[config.mk]
export PLATFORM = sky130hd
export DESIGN_NAME = dpd_integrate
export DESIGN_NICKNAME = d
export VERILOG_FILES = /design/src/rtl/dpd_pkg.sv /design/src/rtl/dpd_integrate.sv
export SDC_FILE = /design/constraint.sdc
export NUM_CORES = 1
export LEC_CHECK = 0
export BUFFER_PORTS_ARGS = -buffer_cell sky130_fd_sc_hd__buf_2
export CAP_MARGIN = 10
export CORE_MARGIN = 2
export CORE_UTILIZATION = 56
export DETAILED_ROUTE_END_ITERATION = 16
export HOLD_SLACK_MARGIN = 0.1
export PLACE_DENSITY_LB_ADDON = 0.3
export SLEW_MARGIN = 10
export SYNTH_ARGS = -nofsm -noshare
export SYNTH_HDL_FRONTEND = slang
export SYNTH_SLANG_ARGS = --single-unit
[constraint.sdc]
create_clock -name aclk -period 14.6 [get_ports aclk]
set_input_delay 0.73 -clock aclk [delete_from_list [all_inputs] [get_ports aclk]]
set_output_delay 0.73 -clock aclk [all_outputs]
set_load 0.02 [all_outputs]
[src/rtl/dpd_pkg.sv]
// Shared constants, register codes and types of the distance PID drive block.
`timescale 1ns / 1ps
`default_nettype none

package dpd_pkg;

    localparam int POS_W      = 24;
    localparam int FRAC_W     = 16;
    localparam int GAIN_W     = 24;
    localparam int PCT_W      = 7;
    localparam int TOL_W      = 16;
    localparam int DRIVE_W    = 16;
    localparam int ERR_W      = POS_W + 1;
    localparam int PROD_W     = GAIN_W + 1 + ERR_W;
    localparam int DIFF_W     = ERR_W + 1;
    localparam int DPROD_W    = GAIN_W + 1 + DIFF_W;
    localparam int ILIM_W     = PCT_W + FRAC_W + 1;
    localparam int IACC_W     = PROD_W + 1;
    localparam int SUM_W      = DPROD_W + 2;
    localparam int DRIVE_SHIFT = FRAC_W - 8;
    localparam int CFG_IDX_W  = 3;
    localparam int CFG_DATA_W = (POS_W > GAIN_W) ? POS_W : GAIN_W;

    localparam logic [CFG_IDX_W-1:0] CFG_TARGET_POSITION = 3'd0;
    localparam logic [CFG_IDX_W-1:0] CFG_SPEED_LIMIT     = 3'd1;
    localparam logic [CFG_IDX_W-1:0] CFG_TOLERANCE       = 3'd2;
    localparam logic [CFG_IDX_W-1:0] CFG_GAIN_P          = 3'd3;
    localparam logic [CFG_IDX_W-1:0] CFG_GAIN_I_DT       = 3'd4;
    localparam logic [CFG_IDX_W-1:0] CFG_GAIN_D_PER_DT   = 3'd5;
    localparam logic [CFG_IDX_W-1:0] CFG_INTEGRAL_LIMIT  = 3'd6;

    localparam logic [PCT_W-1:0]  RST_SPEED_LIMIT    = 7'd100;
    localparam logic [TOL_W-1:0]  RST_TOLERANCE      = 16'd2;
    localparam logic [GAIN_W-1:0] RST_GAIN_P         = 24'd32768;
    localparam logic [GAIN_W-1:0] RST_GAIN_I_DT      = 24'd39;
    localparam logic [GAIN_W-1:0] RST_GAIN_D_PER_DT  = 24'd0;
    localparam logic [PCT_W-1:0]  RST_INTEGRAL_LIMIT = 7'd50;

    typedef struct packed {
        logic signed [POS_W-1:0] target_position;
        logic [PCT_W-1:0]        speed_limit;
        logic [TOL_W-1:0]        tolerance;
        logic [GAIN_W-1:0]       gain_p;
        logic [GAIN_W-1:0]       gain_i_dt;
        logic [GAIN_W-1:0]       gain_d_per_dt;
        logic [PCT_W-1:0]        integral_limit;
    } cfg_t;

    typedef struct packed {
        logic signed [PROD_W-1:0]  p_prod;
        logic signed [PROD_W-1:0]  i_prod;
        logic signed [DPROD_W-1:0] d_prod;
        logic signed [ERR_W-1:0]   err;
        logic                      in_band;
        logic                      at_target;
        logic                      sign_flip;
        logic                      restart;
    } terms_t;

endpackage

`default_nettype wire

[src/rtl/dpd_integrate.sv]
// Output stage: integral update with anti-windup, PID sum, clamp and result register.
`timescale 1ns / 1ps
`default_nettype none

module dpd_integrate (
    input  wire logic                              aclk,
    input  wire logic                              aresetn,
    input  wire dpd_pkg::cfg_t                     cfg,
    input  wire logic                              in_valid,
    output logic                                   in_ready,
    input  wire dpd_pkg::terms_t                   terms,
    output logic                                   m_valid,
    input  wire logic                              m_ready,
    output logic signed [dpd_pkg::DRIVE_W-1:0]     m_drive_value,
    output logic signed [dpd_pkg::ERR_W-1:0]       m_position_error,
    output logic                                   m_at_target
);

    logic                                valid_reg;
    logic signed [dpd_pkg::DRIVE_W-1:0]  drive_reg;
    logic signed [dpd_pkg::ERR_W-1:0]    err_reg;
    logic                                at_target_reg;
    logic signed [dpd_pkg::ILIM_W-1:0]   integral_reg;
    logic signed [dpd_pkg::ILIM_W-1:0]   integral_next;
    logic signed [dpd_pkg::ILIM_W-1:0]   i_base;
    logic signed [dpd_pkg::IACC_W-1:0]   i_acc;
    logic signed [dpd_pkg::ILIM_W-1:0]   ilim;
    logic signed [dpd_pkg::IACC_W-1:0]   ilim_x;
    logic signed [dpd_pkg::ILIM_W-1:0]   i_clamped;
    logic signed [dpd_pkg::ILIM_W-1:0]   slim;
    logic signed [dpd_pkg::SUM_W-1:0]    slim_x;
    logic signed [dpd_pkg::SUM_W-1:0]    pid_sum;
    logic signed [dpd_pkg::SUM_W-1:0]    sum_clamped;
    logic signed [dpd_pkg::SUM_W-1:0]    sum_shifted;
    logic signed [dpd_pkg::DRIVE_W-1:0]  drive_next;
    logic signed [dpd_pkg::DRIVE_W-1:0]  drive_bound;
    logic                                load;

    assign in_ready = !valid_reg || m_ready;
    assign load     = in_valid && in_ready;

    assign i_base = terms.restart ? '0 : integral_reg;
    assign i_acc  = {{(dpd_pkg::IACC_W-dpd_pkg::ILIM_W){i_base[dpd_pkg::ILIM_W-1]}}, i_base}
                  + {terms.i_prod[dpd_pkg::PROD_W-1], terms.i_prod};
    assign ilim   = $signed({1'b0, cfg.integral_limit, {dpd_pkg::FRAC_W{1'b0}}});
    assign ilim_x = {{(dpd_pkg::IACC_W-dpd_pkg::ILIM_W){1'b0}}, ilim};

    always_comb begin
        if (terms.in_band) begin
            i_clamped = '0;
        end else if (i_acc > ilim_x) begin
            i_clamped = ilim;
        end else if (i_acc < -ilim_x) begin
            i_clamped = -ilim;
        end else begin
            i_clamped = i_acc[dpd_pkg::ILIM_W-1:0];
        end
    end

    assign slim    = $signed({1'b0, cfg.speed_limit, {dpd_pkg::FRAC_W{1'b0}}});
    assign slim_x  = {{(dpd_pkg::SUM_W-dpd_pkg::ILIM_W){1'b0}}, slim};
    assign pid_sum =
        {{(dpd_pkg::SUM_W-dpd_pkg::PROD_W){terms.p_prod[dpd_pkg::PROD_W-1]}}, terms.p_prod}
      + {{(dpd_pkg::SUM_W-dpd_pkg::ILIM_W){i_clamped[dpd_pkg::ILIM_W-1]}}, i_clamped}
      + {{(dpd_pkg::SUM_W-dpd_pkg::DPROD_W){terms.d_prod[dpd_pkg::DPROD_W-1]}}, terms.d_prod};

    always_comb begin
        if (pid_sum > slim_x) begin
            sum_clamped = slim_x;
        end else if (pid_sum < -slim_x) begin
            sum_clamped = -slim_x;
        end else begin
            sum_clamped = pid_sum;
        end
    end

    // arithmetic shift gives the floor into Q8.8
    assign sum_shifted = sum_clamped >>> dpd_pkg::DRIVE_SHIFT;
    assign drive_next  = sum_shifted[dpd_pkg::DRIVE_W-1:0];

    assign integral_next = (terms.in_band || terms.sign_flip) ? '0 : i_clamped;

    always_ff @(posedge aclk) begin
        if (!aresetn) begin
            valid_reg    <= 1'b0;
            integral_reg <= '0;
        end else begin
            if (in_ready) begin
                valid_reg <= in_valid;
            end
            if (load) begin
                integral_reg <= integral_next;
            end
        end
    end

    always_ff @(posedge aclk) begin
        if (load) begin
            drive_reg     <= drive_next;
            err_reg       <= terms.err;
            at_target_reg <= terms.at_target;
        end
    end

    assign m_valid          = valid_reg;
    assign m_drive_value    = drive_reg;
    assign m_position_error = err_reg;
    assign m_at_target      = at_target_reg;

    assign drive_bound = $signed({1'b0, cfg.speed_limit, 8'b0});

    a_reset_clears_output: assert property (@(posedge aclk)
        !aresetn |=> !valid_reg)
        else $error("result valid after reset");

    a_integral_cleared: assert property (@(posedge aclk) disable iff (!aresetn)
        (load && (terms.in_band || terms.sign_flip)) |=> integral_reg == '0)
        else $error("integral not cleared on tolerance or sign change");

    a_drive_bounded: assert property (@(posedge aclk) disable iff (!aresetn)
        valid_reg |-> (drive_reg <= drive_bound && drive_reg >= -drive_bound))
        else $error("drive value outside speed limit");

endmodule

`default_nettype wire
Yosys cells after proc, flatten, opt, wreduce, memory -nomap -nowiden --
Index checks and enable logic that the tools add are counted.
Storage, ports and cells: flip-flop bits (word level) 67, bits in latches 0, bits in writable memories 0, bits in read-only memories 0, logic and storage cells 27, memories 0
Operators by class: add/subtract/negate cells 6, $mul 0, div/mod/pow operators 0, $lt $le $gt $ge 4, eq/ne operators 0, shift operators 0, muxes and demuxes 7, bitwise gates (word level) 0, reductions and logical operators 4
Operators by type and width (number):
- 24-bit two-way mux | 6
- 52-bit by 53-bit < comparator with 1-bit output | 1
- 23-bit negator with 53-bit output | 1
- 51-bit by 51-bit adder with 52-bit output | 1
- 52-bit by 24-bit greater-than comparator with 1-bit output | 1
- 24-bit by 50-bit adder with 51-bit output | 1
- 50-bit by 24-bit adder with 51-bit output | 1
- 51-bit by 24-bit greater-than comparator with 1-bit output | 1
- 51-bit < comparator | 1
- 23-bit negator with 51-bit output | 1
- 23-bit negator with 24-bit output | 1
- 23-bit two-way mux | 1
- 1-bit logical OR | 2
- 1-bit logical AND | 1
- 1-bit zero test | 1

Longest topological paths before layout --
Gate-level depths: netlist of run 1.
word-level depth 11, mapped depth 55, mapped depth without buffers 53

Worst setup path before layout of run 1 --
OpenSTA, ideal clock, no wires.
kind input -> register, start input terms[0] (netlist name), end register drive_reg, in the netlist m_drive_value[13], data pin, setup time 0.264 ns, data arrival time 12.286 ns, setup slack 2.050 ns, stages on the path 42, path buffers 4, cells stage by stage clkbuf_1 nor2b_1 ha_1 clkbuf_1 nand2_1 nor4b_1 a22o_1 a31oi_1 o31ai_1 a21o_1 a21oi_1 xor2_1 inv_1 ha_1 nand4_1 o31ai_1 clkbuf_1 a21oi_1 (+6 left out) nand3_1 o21ai_1 o21ai_1 a21oi_1 or3_1 and2_1 ha_1 a21o_1 a21o_1 a21o_1 a211oi_1 o21ai_0 a2111oi_0 a21oi_1 o41ai_1 clkbuf_1 mux2i_1 o32ai_1
On the way: cells in the longest elaborated chain, start to end 11, elaborated cells on any way between the ends 13, classes of those cells 3 x add/sub; 4 x order compare; 6 x mux
Ends and longest elaborated chain:
- from (decl) | RTL line dpd_integrate.sv:11 | input wire dpd_pkg::terms_t terms,
- 24-bit two-way mux * | RTL line dpd_integrate.sv:42 | assign i_base = terms.restart ? '0 : integral_reg;
- 24-bit by 50-bit adder with 51-bit output * | RTL line dpd_integrate.sv:44 | + {terms.i_prod[dpd_pkg::PROD_W-1], terms.i_prod};
- 51-bit < comparator | RTL line dpd_integrate.sv:53 | end else if (i_acc < -ilim_x) begin
- 24-bit two-way mux | RTL line dpd_integrate.sv:53
- 24-bit two-way mux * | RTL line dpd_integrate.sv:51 | end else if (i_acc > ilim_x) begin
- 24-bit two-way mux * | RTL line dpd_integrate.sv:49 | if (terms.in_band) begin
- 50-bit by 24-bit adder with 51-bit output * | RTL line dpd_integrate.sv:64 | + {{(dpd_pkg::SUM_W-dpd_pkg::ILIM_W){i_clamped[dpd_pkg::ILIM_W-1]}}, i_clamped}
- 51-bit by 51-bit adder with 52-bit output * | RTL line dpd_integrate.sv:65 | + {{(dpd_pkg::SUM_W-dpd_pkg::DPROD_W){terms.d_prod[dpd_pkg::DPROD_W-1]}}, terms.d_prod};
- 52-bit by 53-bit < comparator with 1-bit output | RTL line dpd_integrate.sv:70 | end else if (pid_sum < -slim_x) begin
- 24-bit two-way mux | RTL line dpd_integrate.sv:70
- 23-bit two-way mux * | RTL line dpd_integrate.sv:68 | if (pid_sum > slim_x) begin
- named net sum_clamped (one bit) | RTL line dpd_integrate.sv:33 | logic signed [dpd_pkg::SUM_W-1:0] sum_clamped;
- to (signal assigned) | RTL line dpd_integrate.sv:99 | drive_reg <= drive_next;
- to (decl) | RTL line dpd_integrate.sv:20 | logic signed [dpd_pkg::DRIVE_W-1:0] drive_reg;
Mark *: on every way through the listed nets, which the timed path passes. The rest lies on a longest branch. A chain may end at the register's enable or synchronous reset.

Worst setup path after layout of run 1 --
start input terms[0] (netlist name), end register drive_reg, in the netlist m_drive_value[11], data pin
The elaborated chain is that of the path after synthesis.

==> flow_summary.ini, run 1 <==
[cts]
tritoncts = yes
clockRootBuffer = clkbuf_16
clkSlewWorstSetupHoldPaths_ns = 0.06
cts_setup_buffers = 0
cts.repair.resized = 0
cts_buffer_depth = 2
cts-htree-levels = 3
cts_buffers = 9
cts_hold_buf = 0
clock_sinks = 67
insertion_delay_ns = 0.34

[sta]
rsz0062_at_grt = no
slew_headroom = 0.296
max_freq_mhz = 74.2
skew_ns = 0.0133
hold_viol = 0
finalMaxSlewViolations = 0
setup-violations-final = 0
fin_setup_tns_ns = 0
timing.final.crit_share = 0.923
worstMarginPinSlew_ns = 1.05
fin_crit_ns = 13.48

[logic_synthesis]
synth_xor_area_frac = 0.0472
netlist_top_cells_count = 190 x ha_1, 151 x a21oi_1, 131 x nand2_1, 128 x nor2_1, 94 x inv_1
yosysUniqueCellTypes = 96
synth.top_cell.area_share = 0.178
avgSynthCellArea_um2 = 8.02
ys_seq_area_frac = 0.132
synth_top_family_by_area = compound AO/OA/AOI/OAI gates
yosys.area_share.simple = 0.216
synthAdderAreaFrac = 0.258
synthesis.area_mm2 = 0.0133
syn_nets = 2218
ys.flop_type = edfxtp_1
synthTopCellsByArea = ha_1 18%, edfxtp_1 9.4%, fa_1 7.9%
synth_edf_count = 42
synth_area_leader_cell = ha_1
synth_cells = 1665
synth.most_common_cell = ha_1
synthMuxAreaShare = 0.0219
ys_ff_latch = 67
yosys_warnings = 0
synth_compound_area_frac = 0.281
synthArstFlopShare = 0

[die]
core_mm2 = 0.0234
start_util = 0.570
fp.dieW_um = 158
die_h_um = 158
ioPinCount = 354
rows = 56
dieArea_mm2 = 0.0251

[finish]
drive_above_1_share = 0.162
largest_reg_flops = 25
synthToLayoutAreaGrowth_pct = 13.2
num-fill-cells = 2120
final_util = 0.646
final_nets = 2426

[global_routing]
grt_pass1_vias = 13119
grt_pass1_wl_um = 63600
grtUsageTotal = 0.316
antenna_found_initial = 5
grt_max_degree = 45
overflow = 0

[status]
status = finished clean

[drt]
avgViaCountPerCell = 6.28
ant_nets = 0
wl_per_cell_um = 18.4
drc_errors = 0
drt_iter0_drc = 1111
first_pass_iters = 6
vias = 13809
wl_um = 40500

[worst_setup_path]
cpMostUsedCell = nor2_1
slowest_stage = nor3_4
cpPeakStageDelay_ns = 0.52
crit_path_max_fanout = 28
cp.arrival_ns = 13.62
startpoint_type = primary input
end_kind = flip-flop
crit_required_ns = 14.75
crit_type = in2reg

[place]
port_buffers = 241
place.gp.congestion = 0.917
dp_hpwl_um = 34000

[pwr]
p_leak_nw = 7.22
p_per_area_mw_per_mm2 = 80.9
peakVddDrop_mv = 0.0844

[flow_run]
cap_viol_max_count = 0

[worst_hold_path]
min-delay-path-class = reg2reg
worst paths after layout:
path	cells past startpoint	endpoint	from	slack, ns
worst min register to register	2	integral_reg[20]	integral_reg[20]	0.44
worst min-delay path	2	integral_reg[20]	integral_reg[20]	0.44
worst max-delay path	52	m_drive_value[11]	terms[0]	1.12
worst max register to register	51	m_drive_value[11]	integral_reg[0]	1.47
where the power goes:
part           leakage [nW]  total, mW  switching (mW)  internal, mW
Clock                 0.143      0.230          0.0950         0.135
Combinational          6.46      0.764           0.469         0.295
Sequential            0.612      0.229         0.00505         0.224
cells by family after synthesis:
group / Yosys count
and+or+nand+nor: 557
buffers and inverters: 150
DFF: 67
xor gates and xnor gates: 72
adders and majority gates: 243
AOI/OAI and AO/OA: 547
muxes: 29
layout make-up:
| type | instances | area (µm²) | share of cell area |
|---|---|---|---|
| Clock inverter | 7 | 80.1 | 0.00530 |
| Antenna cell | 1 | 2.50 | 0.000166 |
| Clock buffer | 9 | 225 | 0.0149 |
| Timing Repair Buffer | 251 | 1280 | 0.0848 |
| Multi-Input combinational cell | 1448 | 11000 | 0.728 |
| Inverter | 96 | 360 | 0.0238 |
| Sequential cell | 67 | 1760 | 0.117 |
| Tap cell | 319 | 399 | 0.0264 |
per-layer routing:
metal  up-vias  routed length (µm)  global-route usage
met5         -                  64                   0
met1      6473               17900               0.426
met2       525               18100               0.518
met4         8                1450               0.111
li1       6692                   -                   -
met3       111                2930              0.0482
critical path, delay by kind of cell:
kind                       cells  cell delay [ns]
AOI/OAI and AO/OA             19             5.36
and+or+nand+nor               21             4.27
adders and majority gates      6             2.14
buffers and inverters          5             0.83
xor gates and xnor gates       1             0.26
per-stage QoR:
stage	cells	instance area (µm²)	worst slack (ns)	power [mW]	hold slack (ns)
2_1_floorplan	1665	13300	2.05	0.774	0.417
3_3_place_gp	2181	14800	1.28	0.961	0.433
3_5_place_dp	2181	14800	1.05	0.977	0.439
4_1_cts	2197	15100	1.33	1.21	0.446
5_1_grt	2198	15100	0.241	1.31	0.464
6_report	2198	15100	1.12	1.22	0.442
placed cells by master (no fill, tap or decap), types with 33 or more instances in the layout:
cell type,n
a21oi_1,151
buf_2,241
o21ai_0,80
ha_1,190
inv_1,93
xnor2_1,49
nor2_1,128
nor3_1,40
nand2_1,131
a21o_1,69
nand3_1,33
nand4_1,40
fa_1,53
edfxtp_1,42
(Power assumes the default switching activity.)
==> run 2: changes to the inputs <==
--- a/config.mk
+++ b/config.mk
@@ -5,11 +5,11 @@
 export SDC_FILE = /design/constraint.sdc
 export NUM_CORES = 1
 export LEC_CHECK = 0
-export BUFFER_PORTS_ARGS = -buffer_cell sky130_fd_sc_hd__buf_2
 export CAP_MARGIN = 10
 export CORE_MARGIN = 2
-export CORE_UTILIZATION = 56
+export CORE_UTILIZATION = 57
 export DETAILED_ROUTE_END_ITERATION = 16
+export DONT_BUFFER_PORTS = 1
 export HOLD_SLACK_MARGIN = 0.1
 export PLACE_DENSITY_LB_ADDON = 0.3
 export SLEW_MARGIN = 10
==> run 2 against run 1 <==
Against the previous run:
- first-iteration DRC count is 7.8% higher
- core utilization is 3.9 points lower
- critical path depth is 8 lower
==> flow_summary.ini, run 2 (synthesis gave the netlist of run 1 again) <==
[status]
status = finished clean

[pwr]
p_clk_frac = 0.198
comb_power_share = 0.589
p_per_area_mw_per_mm2 = 84.6
net-switching-power_mw = 0.546
peakVddDrop_mv = 0.0626
p_int_mw = 0.627
p_leak_nw = 6.25
swShare = 0.465
seq_power_share = 0.214

[worst_setup_path]
crit_required_ns = 14.74
startpoint_type = primary input
slowest_stage = nor2b_2
crit_type = in2reg
cpMostUsedCell = a21oi_1
cpPeakStageDelay_ns = 0.85
cp.arrival_ns = 13.28
crit_path_max_fanout = 28
end_kind = flip-flop

[place]
dp_cells = 1930
place.gp.congestion = 0.947
port_buffers = 0
dp_hpwl_um = 32600

[sta]
setup-violations-final = 0
slew_headroom = 0.190
worstMarginPinSlew_ns = 1.21
timing.final.crit_share = 0.900
finalMaxSlewViolations = 0
max_freq_mhz = 76.1
fin_setup_tns_ns = 0
rsz0062_at_grt = no
fin_crit_ns = 13.14
skew_ns = 0.0102
hold_viol = 0

[cts]
clock_sinks = 67
cts_hold_buf = 0
clkSlewWorstSetupHoldPaths_ns = 0.06
cts-htree-levels = 3
cts_setup_buffers = 0
insertion_delay_ns = 0.35
cts_buffers = 9
cts.repair.resized = 0
cts_buffer_depth = 2
clockRootBuffer = clkbuf_16
tritoncts = yes

[die]
dieArea_mm2 = 0.0247
core_mm2 = 0.0228
rows = 55
ioPinCount = 354
fp.dieW_um = 157
start_util = 0.584
die_h_um = 157

[flow_run]
cap_viol_max_count = 0

[global_routing]
grtUsageTotal = 0.309
antenna_found_initial = 5
grt_pass1_wl_um = 60600
overflow = 0
grt_pass1_vias = 11704
grt_max_degree = 45

[drt]
wl_per_cell_um = 20.1
avgViaCountPerCell = 6.59
first_pass_iters = 6
drc_errors = 0
wl_um = 39100
ant_nets = 0
vias = 12827
drt_iter0_drc = 1198

[finish]
final_util = 0.607
num-fill-cells = 2147
largest_reg_flops = 25
synthToLayoutAreaGrowth_pct = 3.89
stdcell_count = 1947
final_cell_mix = 190 x ha_1, 151 x a21oi_1, 131 x nand2_1
final_nets = 2181
final_common_cell = ha_1
drive_above_1_share = 0.0367

[worst_hold_path]
min-delay-path-class = reg2reg
[run 2: power by group through the flow]
stage | sequential (mW) | clock, mW | combinational [mW]
4_1_cts | 0.251 | 0.235 | 0.682
3_3_place_gp | 0.255 | 0 | 0.658
2_1_floorplan | 0.251 | 0 | 0.523
5_1_grt | 0.252 | 0.242 | 0.773
3_5_place_dp | 0.254 | 0 | 0.674
6_report | 0.251 | 0.232 | 0.691
[run 2: path summary, 6_finish.rpt]
path / startpoint / endpoint / slack [ns] / cells past startpoint
worst max register to register: integral_reg[23] / m_drive_value[10] / 1.49 / 44
worst min register to register: integral_reg[17] / integral_reg[17] / 0.45 / 2
worst min-delay path: integral_reg[17] / integral_reg[17] / 0.45 / 2
worst max-delay path: terms[0] / m_drive_value[10] / 1.46 / 44
[run 2: critical path: cells and delay by family]
family	cells	cell delay, ns
fa+ha+maj	5	1.98
xor+xnor	1	0.34
simple gates	10	3.60
buf+inv	5	1.13
compound gates	23	5.43
[run 2: routing by layer]
layer / part of all wire / GRT usage
met1: 0.44 / 0.413
met2: 0.45 / 0.496
met3: 0.092 / 0.0887
met4: 0.020 / 0.0693
met5: 0.0010 / 0
[run 2: stage by stage]
step	hold slack [ns]	area (µm²)	power (mW)	worst slack, ns
2_1_floorplan	0.417	13300	0.774	2.05
3_3_place_gp	0.433	13600	0.913	1.52
3_5_place_dp	0.436	13600	0.927	1.30
4_1_cts	0.451	13900	1.17	1.57
5_1_grt	0.460	13900	1.27	0.460
6_report	0.450	13900	1.17	1.46
[run 2: area by class of cell]
cell class,count,area [µm²],share of cell area
antenna,1,2.50,0.000180
clock buffer,9,225,0.0162
clock inverter,7,82.6,0.00595
inverter,96,360,0.0260
multi-input combinational,1448,11000,0.793
sequential,67,1760,0.127
tap,313,392,0.0282
timing repair buffer,6,45.0,0.00325
==> run 3: changes to the inputs <==
--- a/config.mk
+++ b/config.mk
@@ -6,12 +6,14 @@
 export NUM_CORES = 1
 export LEC_CHECK = 0
 export CAP_MARGIN = 10
+export CELL_PAD_IN_SITES_DETAIL_PLACEMENT = 1
+export CELL_PAD_IN_SITES_GLOBAL_PLACEMENT = 1
 export CORE_MARGIN = 2
-export CORE_UTILIZATION = 57
+export CORE_UTILIZATION = 49
 export DETAILED_ROUTE_END_ITERATION = 16
 export DONT_BUFFER_PORTS = 1
-export HOLD_SLACK_MARGIN = 0.1
-export PLACE_DENSITY_LB_ADDON = 0.3
+export HOLD_SLACK_MARGIN = 0.05
+export PLACE_DENSITY = 0.9
 export SLEW_MARGIN = 10
 export SYNTH_ARGS = -nofsm -noshare
 export SYNTH_HDL_FRONTEND = slang
==> run 3 against run 2 <==
Against the previous run:
- clock skew rose by 0.0037 ns
- non-clock buffer count grew 4
- sequential power hardly changed
- clock power hardly changed
- wire length rose by 14%
- critical endpoint is now m_drive_value[12]
- worst setup slack got worse by 0.48 ns
- worst hold slack worse by 0.0044 ns
- count of clock-buffer cells in the layout did not move
- critical path type is now reg2reg
==> flow_summary.ini, run 3 (synthesis gave the netlist of run 1 again) <==
[sta]
finalMaxSlewViolations = 0
hold_viol = 0
timing.final.crit_share = 0.933
max_freq_mhz = 73.4
hold_slack_ns = 0.446
fin_crit_ns = 13.62
skew_ns = 0.0139
rsz0062_at_grt = no
setup-violations-final = 0
slew_headroom = 0.340
worstMarginPinSlew_ns = 0.989
fin_setup_tns_ns = 0

[drt]
ant_nets = 0
vias = 13118
first_pass_iters = 5
drc_errors = 0
wl_per_cell_um = 22.6
avgViaCountPerCell = 6.63
drt_iter0_drc = 688
wl_um = 44700

[global_routing]
grtUsageTotal = 0.308
grt_pass1_vias = 13670
grt_max_degree = 45
overflow = 0
grt_pass1_wl_um = 70700
antenna_found_initial = 1

[pwr]
total_power_mw = 1.20
p_clk_frac = 0.193
seq_power_share = 0.209
peakVddDrop_mv = 0.0619
net-switching-power_mw = 0.566
comb_power_share = 0.597
p_int_mw = 0.630
p_leak_nw = 6.27
swShare = 0.473
p_per_area_mw_per_mm2 = 85.8

[worst_hold_path]
min_to = integral_reg[17]
holdPathStages = 2
worstHoldStart = integral_reg[17]
min-delay-path-class = reg2reg

[die]
dieArea_mm2 = 0.0286
ioPinCount = 354
start_util = 0.497
rows = 60
fp.dieW_um = 169
core_mm2 = 0.0269
die_h_um = 169

[finish]
num-fill-cells = 3317
final_nets = 2185
final_cell_mix = 190 x ha_1, 151 x a21oi_1, 131 x nand2_1
final_common_cell = ha_1
stdcell_count = 1979
synthToLayoutAreaGrowth_pct = 4.41
fin_area_mm2 = 0.0139
largest_reg_flops = 25
drive_above_1_share = 0.0397

[worst_setup_path]
rrSetupSlack_ns = 0.98
cpMostUsedCell = nor2_1
reg2reg_to = m_drive_value[12]
crit_required_ns = 14.74
cpPeakStageDelay_ns = 0.57
startpoint_type = flip-flop
reg2reg_from = integral_reg[0]
crit_path_max_fanout = 28
slowest_stage = nor3_4
end_kind = flip-flop
reg2regPathDepth = 52
crit_type = reg2reg
cp.arrival_ns = 13.76

[cts]
cts_buffer_depth = 2
cts.repair.resized = 0
cts_setup_buffers = 0
cts-htree-levels = 3
clkSlewWorstSetupHoldPaths_ns = 0.07
clock_sinks = 67
tritoncts = yes
insertion_delay_ns = 0.35
cts_hold_buf = 0
clockRootBuffer = clkbuf_16
cts_buffers = 9

[place]
port_buffers = 0
place_area_mm2 = 0.0136
place.gp.congestion = 0.941
dp_hpwl_um = 37600
dp_cells = 1962

[status]
status = finished clean

[flow_run]
cap_viol_max_count = 0
## run 3: how the worst max path moves through the flow
stage	from	to	slack (ns)	cells after the start
finish	integral_reg[0]	m_drive_value[12]	0.98	52
global route	integral_reg[0]	m_drive_value[12]	0.09	52
CTS	integral_reg[0]	m_drive_value[12]	1.14	52
detailed placement	terms[0]	m_drive_value[8]	1.04	53
global placement	terms[0]	m_drive_value[12]	1.49	52
floorplan	terms[0]	m_drive_value[13]	2.05	42
## run 3: power by group through the flow
stage / Combinational (mW) / Sequential (mW) / Clock (mW)
floorplan: 0.523 / 0.251 / 0
global placement: 0.666 / 0.255 / 0
detailed placement: 0.700 / 0.254 / 0
CTS: 0.709 / 0.251 / 0.233
global route: 0.796 / 0.252 / 0.241
finish: 0.715 / 0.251 / 0.231
## run 3: worst max-delay path: cells and delay by family (launching register included)
| family | cells | cell delay, ns |
|---|---|---|
| simple gates | 21 | 4.37 |
| flops | 1 | 0.35 |
| buf+inv | 5 | 0.78 |
| fa+ha+maj | 6 | 2.19 |
| xor+xnor | 1 | 0.25 |
| compound gates | 19 | 5.42 |
## run 3: stage by stage
stage,setup slack (ns),util
after floorplan,2.05,-
after global placement,1.49,0.507
after detailed placement,1.04,0.507
after CTS,1.14,0.518
after global routing,0.0913,0.519
final,0.982,0.519
## run 3: layout make-up
class                   instances  area, µm²  area share
clock buffers                   9        225      0.0162
clock inverters                 7       82.6     0.00592
well taps                     341        427      0.0306
multi-input cells            1448      11000       0.789
repair buffers                 10       75.1     0.00539
flip-flops and latches         67       1760       0.126
inverters                      96        360      0.0259
diodes                          1       2.50    0.000180
## run 3: routing by layer
| layer | GRT usage | up-vias | routed length, µm |
|---|---|---|---|
| met2 | 0.529 | 407 | 21200 |
| li1 | - | 6205 | - |
| met5 | 0 | - | 0 |
| met3 | 0.0627 | 92 | 3080 |
| met4 | 0.114 | 0 | 1640 |
| met1 | 0.382 | 6414 | 18800 |
